<file path="src/design/gbfu_pkg.sv">
// Package for the grouped bit-field unpacker.
// Holds the controller states, decode phases and the command/status structs.
// No dependencies.
package gbfu_pkg;

   localparam int unsigned ByteBits    = 8;
   localparam int unsigned BufBits     = 16;
   localparam int unsigned FillBits    = 5;
   localparam int unsigned CodeBits    = 3;
   localparam int unsigned CountBits   = 9;
   localparam int unsigned WidthBits   = 4;
   localparam int unsigned MaxResults  = 8;
   localparam int unsigned ResultBits  = 4;

   typedef enum logic [0:0] {
      ST_IDLE   = 1'b0,
      ST_DECODE = 1'b1
   } ctrl_state_type;

   typedef enum logic [1:0] {
      PH_WIDTH = 2'd0,
      PH_COUNT = 2'd1,
      PH_SYMS  = 2'd2
   } phase_type;

   typedef struct packed {
      logic load;
      logic hdr;
      logic sym;
      logic flush;
   } dp_cmd_type;

   typedef struct packed {
      logic hdr_ready;
      logic sym_ready;
      logic pend_valid;
      logic out_free;
   } dp_status_type;

endpackage

</file>
<file path="src/design/gbfu_ctrl.sv">
// Controller for the grouped bit-field unpacker.
// Sequences one decode step per cycle unless the output is stalled, and issues commands to the datapath.
// Depends on gbfu_pkg.
module gbfu_ctrl (
   input  logic                   clock,
   input  logic                   reset,
   input  logic                   req_valid,
   output logic                   req_stall,
   input  gbfu_pkg::dp_status_type status,
   output gbfu_pkg::dp_cmd_type    cmd
);
   import gbfu_pkg::*;

   ctrl_state_type state_ff;
   ctrl_state_type state_in;

   always_ff @(posedge clock) begin
      if (reset) begin
         state_ff <= ST_IDLE;
      end else begin
         state_ff <= state_in;
      end
   end

   always_comb begin
      state_in  = state_ff;
      cmd       = '0;
      req_stall = 1'b1;
      case (state_ff)
         ST_IDLE: begin
            req_stall = 1'b0;
            if (req_valid) begin
               cmd.load = 1'b1;
               state_in = ST_DECODE;
            end
         end
         ST_DECODE: begin
            if (status.hdr_ready) begin
               cmd.hdr = 1'b1;
            end else if (status.sym_ready) begin
               if (!status.pend_valid || status.out_free) begin
                  cmd.sym = 1'b1;
               end
            end else if (status.pend_valid) begin
               if (status.out_free) begin
                  cmd.flush = 1'b1;
                  state_in  = ST_IDLE;
               end
            end else begin
               state_in = ST_IDLE;
            end
         end
         default: begin
            state_in = ST_IDLE;
         end
      endcase
   end

endmodule

</file>
<file path="src/design/gbfu_datapath.sv">
// Datapath for the grouped bit-field unpacker.
// Holds the bit buffer, group header state, one pending symbol and the output register.
// Depends on gbfu_pkg.
module gbfu_datapath (
   input  logic                    clock,
   input  logic                    reset,
   input  logic [7:0]              req_data_byte,
   input  gbfu_pkg::dp_cmd_type    cmd,
   output gbfu_pkg::dp_status_type status,
   output logic                    rsp_valid,
   input  logic                    rsp_stall,
   output logic [7:0]              rsp_symbol,
   output logic [3:0]              rsp_symbol_width,
   output logic                    rsp_group_end,
   output logic                    rsp_last
);
   import gbfu_pkg::*;

   phase_type             phase_ff,  phase_in;
   logic [BufBits-1:0]    buf_ff,    buf_in;
   logic [FillBits-1:0]   fill_ff,   fill_in;
   logic [WidthBits-1:0]  gw_ff,     gw_in;
   logic [CountBits-1:0]  left_ff,   left_in;
   logic [ResultBits-1:0] n_ff,      n_in;

   logic [ByteBits-1:0]   pend_sym_ff,   pend_sym_in;
   logic [WidthBits-1:0]  pend_width_ff, pend_width_in;
   logic                  pend_end_ff,   pend_end_in;
   logic                  pend_valid_ff, pend_valid_in;

   logic [ByteBits-1:0]   out_sym_ff,   out_sym_in;
   logic [WidthBits-1:0]  out_width_ff, out_width_in;
   logic                  out_end_ff,   out_end_in;
   logic                  out_last_ff,  out_last_in;
   logic                  out_valid_ff, out_valid_in;

   logic [WidthBits-1:0]  w_eff;
   logic [FillBits-1:0]   need;
   logic [FillBits-1:0]   sh;
   logic [BufBits-1:0]    tmp;
   logic [ByteBits-1:0]   sym_mask;
   logic [CountBits-1:0]  left_dec;
   logic [FillBits-1:0]   fill_base;
   logic                  more_ok;
   logic                  out_load;

   always_comb begin
      if (gw_ff == '0 || gw_ff > WidthBits'(ByteBits)) begin
         w_eff = WidthBits'(ByteBits);
      end else begin
         w_eff = gw_ff;
      end
      case (phase_ff)
         PH_COUNT: need = FillBits'(ByteBits);
         PH_SYMS:  need = FillBits'(w_eff);
         default:  need = FillBits'(CodeBits);
      endcase
      sh       = fill_ff - need;
      tmp      = buf_ff >> sh;
      sym_mask = ~(8'hFF << w_eff);
      left_dec = left_ff - CountBits'(1);
      more_ok  = (n_ff < ResultBits'(MaxResults));

      status.hdr_ready  = more_ok && (phase_ff != PH_SYMS) && (fill_ff >= need);
      status.sym_ready  = more_ok && (phase_ff == PH_SYMS) && (fill_ff >= need);
      status.pend_valid = pend_valid_ff;
      status.out_free   = !out_valid_ff || !rsp_stall;

      fill_base = (fill_ff > FillBits'(ByteBits)) ? FillBits'(ByteBits) : fill_ff;
   end

   always_comb begin
      phase_in      = phase_ff;
      buf_in        = buf_ff;
      fill_in       = fill_ff;
      gw_in         = gw_ff;
      left_in       = left_ff;
      n_in          = n_ff;
      pend_sym_in   = pend_sym_ff;
      pend_width_in = pend_width_ff;
      pend_end_in   = pend_end_ff;
      pend_valid_in = pend_valid_ff;

      if (cmd.load) begin
         buf_in  = {buf_ff[BufBits-ByteBits-1:0], req_data_byte};
         fill_in = fill_base + FillBits'(ByteBits);
         n_in    = '0;
      end else if (cmd.hdr) begin
         fill_in = sh;
         if (phase_ff == PH_COUNT) begin
            left_in  = (tmp[7:0] == '0) ? CountBits'(256) : {1'b0, tmp[7:0]};
            phase_in = PH_SYMS;
         end else begin
            gw_in    = (tmp[2:0] == '0) ? WidthBits'(ByteBits) : {1'b0, tmp[2:0]};
            phase_in = PH_COUNT;
         end
      end else if (cmd.sym) begin
         fill_in       = sh;
         gw_in         = w_eff;
         left_in       = left_dec;
         n_in          = n_ff + ResultBits'(1);
         pend_sym_in   = tmp[7:0] & sym_mask;
         pend_width_in = w_eff;
         pend_end_in   = (left_dec == '0);
         pend_valid_in = 1'b1;
         if (left_dec == '0) begin
            phase_in = PH_WIDTH;
         end
      end else if (cmd.flush) begin
         pend_valid_in = 1'b0;
      end
   end

   always_comb begin
      out_load     = (cmd.sym && pend_valid_ff) || cmd.flush;
      out_sym_in   = out_sym_ff;
      out_width_in = out_width_ff;
      out_end_in   = out_end_ff;
      out_last_in  = out_last_ff;
      out_valid_in = out_valid_ff && rsp_stall;
      if (out_load) begin
         out_sym_in   = pend_sym_ff;
         out_width_in = pend_width_ff;
         out_end_in   = pend_end_ff;
         out_last_in  = cmd.flush;
         out_valid_in = 1'b1;
      end
   end

   always_ff @(posedge clock) begin
      if (reset) begin
         phase_ff      <= PH_WIDTH;
         buf_ff        <= '0;
         fill_ff       <= '0;
         gw_ff         <= '0;
         left_ff       <= '0;
         n_ff          <= '0;
         pend_valid_ff <= 1'b0;
         out_valid_ff  <= 1'b0;
      end else begin
         phase_ff      <= phase_in;
         buf_ff        <= buf_in;
         fill_ff       <= fill_in;
         gw_ff         <= gw_in;
         left_ff       <= left_in;
         n_ff          <= n_in;
         pend_valid_ff <= pend_valid_in;
         out_valid_ff  <= out_valid_in;
      end
   end

   always_ff @(posedge clock) begin
      pend_sym_ff   <= pend_sym_in;
      pend_width_ff <= pend_width_in;
      pend_end_ff   <= pend_end_in;
      out_sym_ff    <= out_sym_in;
      out_width_ff  <= out_width_in;
      out_end_ff    <= out_end_in;
      out_last_ff   <= out_last_in;
   end

   assign rsp_valid        = out_valid_ff;
   assign rsp_symbol       = out_sym_ff;
   assign rsp_symbol_width = out_width_ff;
   assign rsp_group_end    = out_end_ff;
   assign rsp_last         = out_last_ff;

endmodule

</file>
<file path="src/design/grouped_bit_field_unpacker_top.sv">
// Grouped bit-field unpacker: byte stream in, variable-width symbols out.
// Per byte: a load step, one step per header field or symbol decoded, then a closing step
// that flushes the pending symbol as the last one or returns to idle; at most 8 symbols per byte.
// Each symbol is held as pending and is registered to the output by the next symbol step
// or by the flush; decode takes one field per cycle, but an output stall holds those steps.
// Synchronous reset clears the bit buffer, group state and all valid flags.
module grouped_bit_field_unpacker_top (
   input  logic       clock,
   input  logic       reset,
   input  logic       req_valid,
   output logic       req_stall,
   input  logic [7:0] req_data_byte,
   output logic       rsp_valid,
   input  logic       rsp_stall,
   output logic [7:0] rsp_symbol,
   output logic [3:0] rsp_symbol_width,
   output logic       rsp_group_end,
   output logic       rsp_last
);
   import gbfu_pkg::*;

   dp_cmd_type    cmd;
   dp_status_type status;

   gbfu_ctrl u_ctrl (
      .clock     (clock),
      .reset     (reset),
      .req_valid (req_valid),
      .req_stall (req_stall),
      .status    (status),
      .cmd       (cmd)
   );

   gbfu_datapath u_datapath (
      .clock            (clock),
      .reset            (reset),
      .req_data_byte    (req_data_byte),
      .cmd              (cmd),
      .status           (status),
      .rsp_valid        (rsp_valid),
      .rsp_stall        (rsp_stall),
      .rsp_symbol       (rsp_symbol),
      .rsp_symbol_width (rsp_symbol_width),
      .rsp_group_end    (rsp_group_end),
      .rsp_last         (rsp_last)
   );

endmodule

</file>
<file path="config.mk">
export PLATFORM = sky130hd
export DESIGN_NAME = grouped_bit_field_unpacker_top
export DESIGN_NICKNAME = d
export VERILOG_FILES = /design/src/design/gbfu_pkg.sv /design/src/design/gbfu_ctrl.sv /design/src/design/gbfu_datapath.sv /design/src/design/grouped_bit_field_unpacker_top.sv
export SDC_FILE = /design/constraint.sdc
export NUM_CORES = 1
export LEC_CHECK = 0
export BUFFER_PORTS_ARGS = -buffer_cell sky130_fd_sc_hd__clkbuf_2
export CORE_MARGIN = 4
export CORE_UTILIZATION = 61
export CTS_BUF_LIST = sky130_fd_sc_hd__clkbuf_4 sky130_fd_sc_hd__clkbuf_8
export DETAILED_ROUTE_END_ITERATION = 10
export PLACE_DENSITY_LB_ADDON = 0.2
export SLEW_MARGIN = 10
export SYNTH_ARGS = -nofsm -noshare
export SYNTH_HDL_FRONTEND = slang
export SYNTH_HIERARCHICAL = 1
export SYNTH_SLANG_ARGS = --single-unit
</file>
<file path="constraint.sdc">
create_clock -name clock -period 10.65 [get_ports clock]
set_input_delay 2.13 -clock clock [delete_from_list [all_inputs] [get_ports clock]]
set_output_delay 2.13 -clock clock [all_outputs]
set_load 0.01 [all_outputs]
</file>
==> impl_results.md, run 1 <==
* Final period util at 0.4374
* Async set or reset register ratio after synthesis at 0
* Ant diodes at 0
* Worst Setup End Kind: register
* F_max at 214.7 MHz
* Starting density of the core at 0.6420
* Slew Limit Fails at 0
* Clock Sinks at 70
* I/O pins at 28
* DIE AREA at roughly 7700 um^2
* Die height at 87.87 um
* Die X at 87.87 um
* CP Class: reg2reg
* CTS Hold Bufs at 0
* CTS tree: built
* Crit path time final at about 4700 ps
* Post-synth EDFFs at 27
* Synth Register Bits at 70
* Vias at ~3,100
* Post-route setup TNS at 0 ps
* # setup viols final at 0
* Share of cells above drive strength 1 at 0.1392
* Initial antenna violation count at 0
* DRC at 0
* Htree depth at 3
* Post-CTS Setup Repair Bufs at 0
* IO buf count at 27
* Largest net degree at the start of global routing at 46
* Gpl congestion at about 0.83
* Area growth, synth to finish at 8.617%
* First-pass iteration count of the detailed router at 5
* Site row count at 28
* Hold Violations, Final at 0
* RSZ-0062 raised after global routing: false
* Routed wire length at just over 8000 um
* Vias per cell at ~6
* GRT overflow at 0
* Global-route wire length before repair at 14,060 um
* Tightest Hold Check Type: reg2reg
* # Max-Cap Violations at 0
* Post-route ant nets at 0
* Status: completed
* Startpoint types: register
* Yosys cell types at 60
* DP Area at roughly 4000 um^2
* Post-DR wirelength/cell at 16.18 um
* Synthesis warning total at 6
* Core area at between 6000 and 7000 um^2
* Mapped Cells at 410
* Resize count post-CTS at 0
* CP Max Fanout at 28
* Net Count, Synth at between 400 and 500
* Seq/Total Area, Yosys at 0.4296
* Seq. cell area at 1672 um^2
* Synthesized area at 3891 um^2
* Mapped Avg Cell Area at 9.491 um^2
* Cts bufs inserted at 9
* # fillers at 469
* Max_slew headroom at 0.3161
* Total Routing Usage GR at 0.2334
* Vias in the first global route at between 3,000 and 4,000
* Clk_lat worst skew at between 300 and 400 ps
* Worst-Margin Slew at 1022 ps
* Final HPWL from detailed placement at just under 6000 um
* Clk slew on worst S/H paths at 90 ps
* CTS root buf: clkbuf_8
* Static Leak at between 1.5 and 2 nW
* VDD IR-drop max at approximately 0.11 mV
* Max clock buf depth at 2
* Synth Flop Type: dfxtp_1
* 1st-iter DRT viols at around 210
* Setup Skew at about 13 ps
* CP required at roughly 11,000 ps
* Nets at around 450
* Pwr/cell area at 152.9 nW/um^2
* CP Data Arrival Time at 4940 ps
* Multi-input gate area at a little over 2000 um^2
* Final instance area at 4227 um^2
-- logic make-up after synthesis --
kind of cell,synth area share
and+or+nand+nor,0.1778
AOI/OAI and AO/OA,0.1412
DFF,0.4296
muxes,0.1453
buffers and inverters,0.04244
adders and majority gates,0.03730
xor gates and xnor gates,0.02637
-- cell usage after synthesis, drive strengths merged (4+ instances only) --
library cell / n / area [um^2]
clkbuf: 15 / 56.30
inv: 16 / 60.06
mux4: 6 / 146.4
nand4: 7 / 43.79
nand3: 7 / 35.03
o21ai: 20 / 100.1
nor2b: 6 / 37.54
nand2b: 4 / 25.02
nor3b: 5 / 37.54
xnor2: 4 / 42.55
a31oi: 6 / 37.54
xor2: 6 / 60.06
buf: 8 / 48.79
mux2: 7 / 78.83
edfxtp: 27 / 810.8
a21oi: 22 / 110.1
ha: 10 / 125.1
mux2i: 34 / 340.3
dfxtp: 43 / 860.8
a22oi: 5 / 37.54
a211oi: 5 / 37.54
nor2: 53 / 198.9
nor3: 13 / 65.06
nand2: 38 / 142.6
-- layout make-up --
class | instances | area share
Tap cell | 75 | 0.02220
Multi-Input combinational cell | 301 | 0.4861
Clock inverter | 7 | 0.01895
Inverter | 16 | 0.01421
Clock buffer | 9 | 0.02931
Sequential cell | 70 | 0.3955
Timing Repair Buffer | 28 | 0.03375
-- cells in the final DEF, fill, tap and decap left out, types with 7 or more instances in the layout --
| master | count |
|---|---|
| clkbuf_8 | 9 |
| dfxtp_1 | 43 |
| mux2_2 | 7 |
| nor2_1 | 53 |
| nand2_1 | 38 |
| a21oi_1 | 22 |
| o21ai_0 | 19 |
| ha_1 | 10 |
| mux2i_1 | 34 |
| nand4_1 | 7 |
| inv_1 | 16 |
| nor3_1 | 13 |
| clkbuf_2 | 27 |
| edfxtp_1 | 27 |
| nand3_1 | 7 |
-- layer usage --
layer / track usage / vias up / wire length [um]
met2: 0.3836 / 90 / 3992
met4: 0.1339 / 0 / 271
met3: 0.04516 / 25 / 412
li1: - / 1514 / -
met1: 0.2855 / 1462 / 3510
met5: 0 / - / 0
-- path summary, 6_finish.rpt --
kind / slack (ps) / from / endpoint / cells past startpoint
worst max register to register: 5990 / u_datapath/phase_ff[0] / u_datapath/left_ff[6] / 19
worst min register to register: 410 / u_datapath/pend_width_ff[3] / u_datapath/rsp_symbol_width[3] / 0
worst min-delay path: 410 / u_datapath/pend_width_ff[3] / u_datapath/rsp_symbol_width[3] / 0
worst max-delay path: 5990 / u_datapath/phase_ff[0] / u_datapath/left_ff[6] / 19
-- sequential cells by signal, summed over array words and instances, names as in the netlist, 4 cells and up --
register / flops
u_datapath/pend_width_ff: 4
u_datapath/rsp_symbol_width: 4
u_datapath/gw_ff: 4
u_datapath/rsp_symbol: 8
u_datapath/left_ff: 9
u_datapath/buf_ff: 16
u_datapath/pend_sym_ff: 8
u_datapath/fill_ff: 5
u_datapath/n_ff: 4
-- worst max-delay path, stage by stage, from the launching register on --
cell	delay [ps]
dfxtp_1	360
inv_1	50
ha_1	230
inv_1	90
nor2_1	60
a21o_1	190
ha_1	850
nand2b_1	190
a21oi_1	70
nor2b_1	110
o21ai_0	110
a211oi_1	380
and4b_1	310
nor2b_1	390
nand2_1	230
inv_1	440
a31oi_1	150
a31oi_1	170
a31oi_1	60
nor2_1	140
-- stage by stage --
step | cells | util | setup slack, ps | total power, W | hold slack, ps
after floorplan | 410 | - | 6805 | 0.0004046 | 400.3
after global placement | 490 | 0.6637 | 6249 | 0.0004276 | 400.4
after detailed placement | 490 | 0.6637 | 6018 | 0.0004304 | 408.4
after CTS | 506 | 0.6974 | 6005 | 0.0006495 | 417.2
after global routing | 506 | 0.6974 | 5499 | 0.0006808 | 428.6
final | 506 | 0.6974 | 5991 | 0.0006464 | 411.6
-- report_power, final --
group          internal [W]  switching (W)
Sequential         0.000284     0.00000930
Clock              0.000111       0.000109
Combinational     0.0000527      0.0000803
Total              0.000447       0.000199
No activity file was read; power rests on OpenSTA's default activity.
==> run 2: changes to the inputs <==
clock period = 4.7 ns   (was 10.65 ns; I/O delays follow)
==> run 2 against run 1 <==
Effect of this change:
- cell area fell by 0.12%
- combinational power rose by 140%
- register-to-register slack got worse by 5400 ps
- sequential share of layout area barely moved
- die area did not move
- maximum frequency rose by 13%
==> impl_results.md, run 2 (synthesized netlist as in run 1, its figures left out) <==
* Largest net degree at the start of global routing at 46
* # Max-Cap Violations at 0
* Clk slew on worst S/H paths at 80 ps
* Routed wire length at between 8000 and 9000 um
* Vias at 3,123
* Vias per cell at 6.124
* I/O pins at 28
* Area growth, synth to finish at 8.489%
* F_max at 243.4 MHz
* CTS Hold Bufs at 0
* Final period util at 0.8741
* Htree depth at 3
* DIE AREA at between 7000 and 8000 um^2
* Max reg flops at 16
* Commonest non-fill, non-tap cell in the layout: nor2_1
* Ant diodes at 0
* CTS tree: built
* Clock Sinks at 70
* Final HPWL from detailed placement at between 6000 and 7000 um
* Clk_lat worst skew at about 340 ps
* DRC at 0
* Static Leak at approximately 1.7 nW
* Resize count post-CTS at 0
* Cts bufs inserted at 9
* Post-CTS Setup Repair Bufs at 0
* Crit path time final at 4108 ps
* Final design utilization at 0.6965
* CP required at ~4900 ps
* RSZ-0062 raised after global routing: false
* CTS root buf: clkbuf_8
* Post-DR wirelength/cell at ~17 um
* Largest Register: u_datapath/buf_ff
* Nets at about 450
* Die X at between 80 and 90 um
* 1st-iter DRT viols at ~240
* Tightest Hold Check Type: reg2reg
* Most frequent cells in the layout: 53 x nor2_1, 43 x dfxtp_1, 38 x nand2_1, 34 x mux2i_1
* Total Routing Usage GR at 0.2368
* Site row count at 28
* Worst-Margin Slew at 856.5 ps
* Die height at approximately 88 um
* CP Max Fanout at 20
* First-pass iteration count of the detailed router at 5
* Worst Setup End Kind: register
* # setup viols final at 0
* CP Data Arrival Time at 4300 ps
* Initial antenna violation count at 0
* Global-route wire length before repair at 14,310 um
* Core area at just over 6000 um^2
* CP Class: reg2reg
* Post-route setup TNS at 0 ps
* Vias in the first global route at 3,095
* Hold Violations, Final at 0
* Status: completed
* Post-route ant nets at 0
* Delay of the slowest critical-path stage at 570 ps
* Max_slew headroom at 0.4290
* CP cell instances: inv_1 -> ha_1 -> inv_1 -> nor2_1 -> a21o_1 -> ha_1 -> nand2b_1 -> a21oi_1 -> nor2b_1 -> o21ai_0 -> a211oi_1 -> and2_1 -> nor2b_1 -> nand2_1 -> inv_1 -> a31oi_1 -> a31oi_1 -> a31oi_1 -> nor2_1
* Setup Skew at roughly 11 ps
* IO buf count at 27
* Slew Limit Fails at 0
* Pwr/cell area at 332.6 nW/um^2
* Gpl congestion at 0.8549
* Starting density of the core at 0.6420
* Critical Path Slowest Stage Cell: and2_1
* GRT overflow at 0
* Max clock buf depth at 2
* Regs by FF count: u_datapath/buf_ff (16), u_datapath/left_ff (9)
* Startpoint types: register
* VDD IR-drop max at roughly 0.24 mV
* Share of cells above drive strength 1 at 0.1448
run 2: cell count changes in the layout (fill, tap and decap cells not counted), sizes merged:
cell	delta
clkinv	+2
buf	+4
inv	-2
clkbuf	+1
bufinv	-1
run 2: final cells by class:
type	instances	area [um^2]
Timing Repair Buffer	32	172.7
Clock inverter	6	37.54
Fill cell	483	1839
Sequential cell	70	1672
Clock buffer	10	131.4
Inverter	16	60.06
Tap cell	75	93.84
Multi-Input combinational cell	301	2054
run 2: worst paths after layout:
kind / start / to / slack [ps] / depth (start not counted)
max: u_datapath/phase_ff[0] / u_datapath/left_ff[6] / 590 / 19
max reg2reg: u_datapath/phase_ff[0] / u_datapath/left_ff[6] / 590 / 19
min: u_datapath/pend_sym_ff[2] / u_datapath/rsp_symbol[2] / 430 / 0
min reg2reg: u_datapath/pend_sym_ff[2] / u_datapath/rsp_symbol[2] / 430 / 0
run 2: where the power goes:
part           switching, W  internal [W]
combinational      0.000190      0.000127
sequential        0.0000212      0.000643
clock              0.000227      0.000195
run 2: through the flow:
stage,cells,hold slack [ps],total power [W],setup WS (ps),instance area (um^2)
3_5_place_dp,494,405.6,0.0009869,647.8,4053
4_1_cts,510,423.2,0.001406,647.6,4222
6_report,510,425.4,0.001404,591.9,4222
5_1_grt,510,426.1,0.001474,109.1,4222
2_1_floorplan,410,400.3,0.0009168,1084,3891
3_3_place_gp,494,402.4,0.0009818,789.3,4053
run 2: critical path: cells and delay by family, from the launching register on:
kind	cells	cell delay [ps]
AOI/OAI and AO/OA	7	1240
adders and majority gates	2	520
buffers and inverters	3	430
DFF	1	400
and+or+nand+nor	7	1350
run 2: metal layers:
layer	track usage	vias to the layer above	wire, um
li1	-	1535	-
met1	0.2838	1442	3529
met2	0.4137	128	4251
met4	0.1102	0	199
met3	0.03951	18	493
met5	0	-	0
==> run 3: changes to the inputs <==
clock period = 4.95 ns   (was 4.7 ns; I/O delays follow)
==> run 3 against run 2 <==
Effect of this change:
- sequential power shrank 5.3%
- maximum frequency shrank 0.62%
- global-route usage grew 0.24 points
- largest cell class unchanged
==> impl_results.md, run 3 (synthesized netlist as in run 1, its figures left out) <==
* Crit-path leading delay family: compound AO/OA/AOI/OAI gates
* Ant diodes at 0
* Vias in the first global route at roughly 3,100
* Final period util at 0.8351
* I/O pins at 28
* Cts bufs inserted at 9
* # setup viols final at 0
* VDD IR-drop max at around 0.24 mV
* Buffers plus inverters on the worst setup path at 3
* Core area at between 6000 and 7000 um^2
* First-pass iteration count of the detailed router at 5
* CTS tree: built
* Crit path launch: u_datapath/phase_ff[0]
* Initial antenna violation count at 0
* Delay of the slowest critical-path stage at between 500 and 600 ps
* Starting density of the core at 0.6420
* Gpl congestion at 0.8843
* 1st-iter DRT viols at ~300
* RSZ-0062 raised after global routing: false
* CP cell instances: inv_1 -> ha_1 -> inv_1 -> nor2_1 -> a21o_1 -> inv_1 -> ha_1 -> a21oi_1 -> nor2b_1 -> o21ai_0 -> a211oi_1 -> and2_1 -> nand2_1 -> a21oi_1 -> o21ai_0 -> a221oi_1 -> nor2_1
* Final HPWL from detailed placement at between 6000 and 7000 um
* Hold Violations, Final at 0
* CP Max Fanout at 20
* Routed wire length at about 8700 um
* Largest Register: u_datapath/buf_ff
* Crit path time final at 4134 ps
* CTS root buf: clkbuf_8
* Post-DR wirelength/cell at approximately 17 um
* Status: completed
* Nets at between 400 and 500
* Critical path's most frequent cell: inv_1
* Worst R2R Setup Slack at ~820 ps
* CP required at 5150 ps
* Max reg flops at 16
* # fillers at approximately 490
* CTS Hold Bufs at 0
* Vias at ~3,100
* Commonest non-fill, non-tap cell in the layout: nor2_1
* Critical Path Slowest Stage Cell: and2_1
* Post-CTS Setup Repair Bufs at 0
* Worst Setup End Kind: register
* F_max at 241.9 MHz
* Htree depth at 3
* Vias per cell at between 6 and 7
* Max_slew headroom at 0.4002
* Global-route wire length before repair at approximately 14,000 um
* DIE AREA at approximately 7700 um^2
* Most frequent cells in the layout: 53 x nor2_1, 43 x dfxtp_1, 38 x nand2_1, 34 x mux2i_1
* Clk_lat worst skew at between 300 and 400 ps
* Post-route setup TNS at 0 ps
* IO buf count at 27
* Pwr/cell area at about 340 nW/um^2
* Slew Limit Fails at 0
* Die height at roughly 88 um
* Site row count at 28
* Clock Sinks at 70
* # Max-Cap Violations at 0
* Setup Skew at between 10 and 15 ps
* Worst-Margin Slew at roughly 900 ps
* Resize count post-CTS at 0
* Clk slew on worst S/H paths at around 80 ps
* Static Leak at roughly 1.7 nW
* Worst r2r src: u_datapath/phase_ff[0]
* Total Routing Usage GR at 0.2393
* CP Data Arrival Time at roughly 4300 ps
* Die X at approximately 90 um
* Tightest Hold Check Type: reg2reg
* Post-route ant nets at 0
* Share of cells above drive strength 1 at 0.1471
* DRC at 0
* Startpoint types: register
* Regs by FF count: u_datapath/buf_ff (16), u_datapath/left_ff (9)
* Area growth, synth to finish at 9.807%
* GRT overflow at 0
* Largest net degree at the start of global routing at 46
* Max clock buf depth at 2
* Hold Crit Start: u_datapath/pend_sym_ff[4]
* Hold Slack at between 400 and 500 ps
* CP Class: reg2reg
[run 3: worst paths after layout]
path / cells past startpoint / end
max: 17 / u_datapath/left_ff[2]
min: 0 / u_datapath/rsp_symbol[4]
max reg2reg: 17 / u_datapath/left_ff[2]
min reg2reg: 0 / u_datapath/rsp_symbol[4]
[run 3: routing by layer]
layer  wire length (um)  up-vias  GRT usage
li1                   -     1527          -
met1               3665     1459     0.2918
met2               4278      126     0.4178
met3                507       23    0.03293
met4                206        0     0.1102
met5                  0        -          0
[run 3: final cells by class]
class	instances	area (um^2)	area share
Multi-Input combinational cell	301	2054	0.4808
Sequential cell	70	1672	0.3912
Timing Repair Buffer	32	172.7	0.04041
Clock buffer	9	123.9	0.02899
Clock inverter	7	96.34	0.02255
Tap cell	75	93.84	0.02196
Inverter	16	60.06	0.01406
[run 3: worst register-to-register path, stage by stage, from the launching register on]
cell and delay (ps):
dfxtp_1 340, inv_1 80, ha_1 220, inv_1 80
nor2_1 170, a21o_1 200, inv_1 60, ha_1 290
a21oi_1 70, nor2b_1 90, o21ai_0 110, a211oi_1 380
and2_1 590, nand2_1 190, a21oi_1 570, o21ai_0 200
a221oi_1 290, nor2_1 60
[run 3: report_power, final]
part           leakage (nW)  internal, W  switching (W)  total (W)
registers             0.582     0.000611      0.0000197   0.000630
clock network         0.114     0.000286       0.000231   0.000517
logic                  1.00     0.000120       0.000178   0.000298
total                  1.70      0.00102       0.000429    0.00145
[run 3: through the flow]
| step | instances | area (um^2) | setup WS (ps) | utilization | total power (W) |
|---|---|---|---|---|---|
| 2_1_floorplan | 410 | 3891 | 1334 | - | 0.0008705 |
| 3_3_place_gp | 494 | 4053 | 1136 | 0.6687 | 0.0009291 |
| 3_5_place_dp | 494 | 4053 | 913.2 | 0.6687 | 0.0009361 |
| 4_1_cts | 510 | 4273 | 886.3 | 0.7050 | 0.001449 |
| 5_1_grt | 510 | 4273 | 452.3 | 0.7050 | 0.001514 |
| 6_report | 510 | 4273 | 816.4 | 0.7050 | 0.001446 |
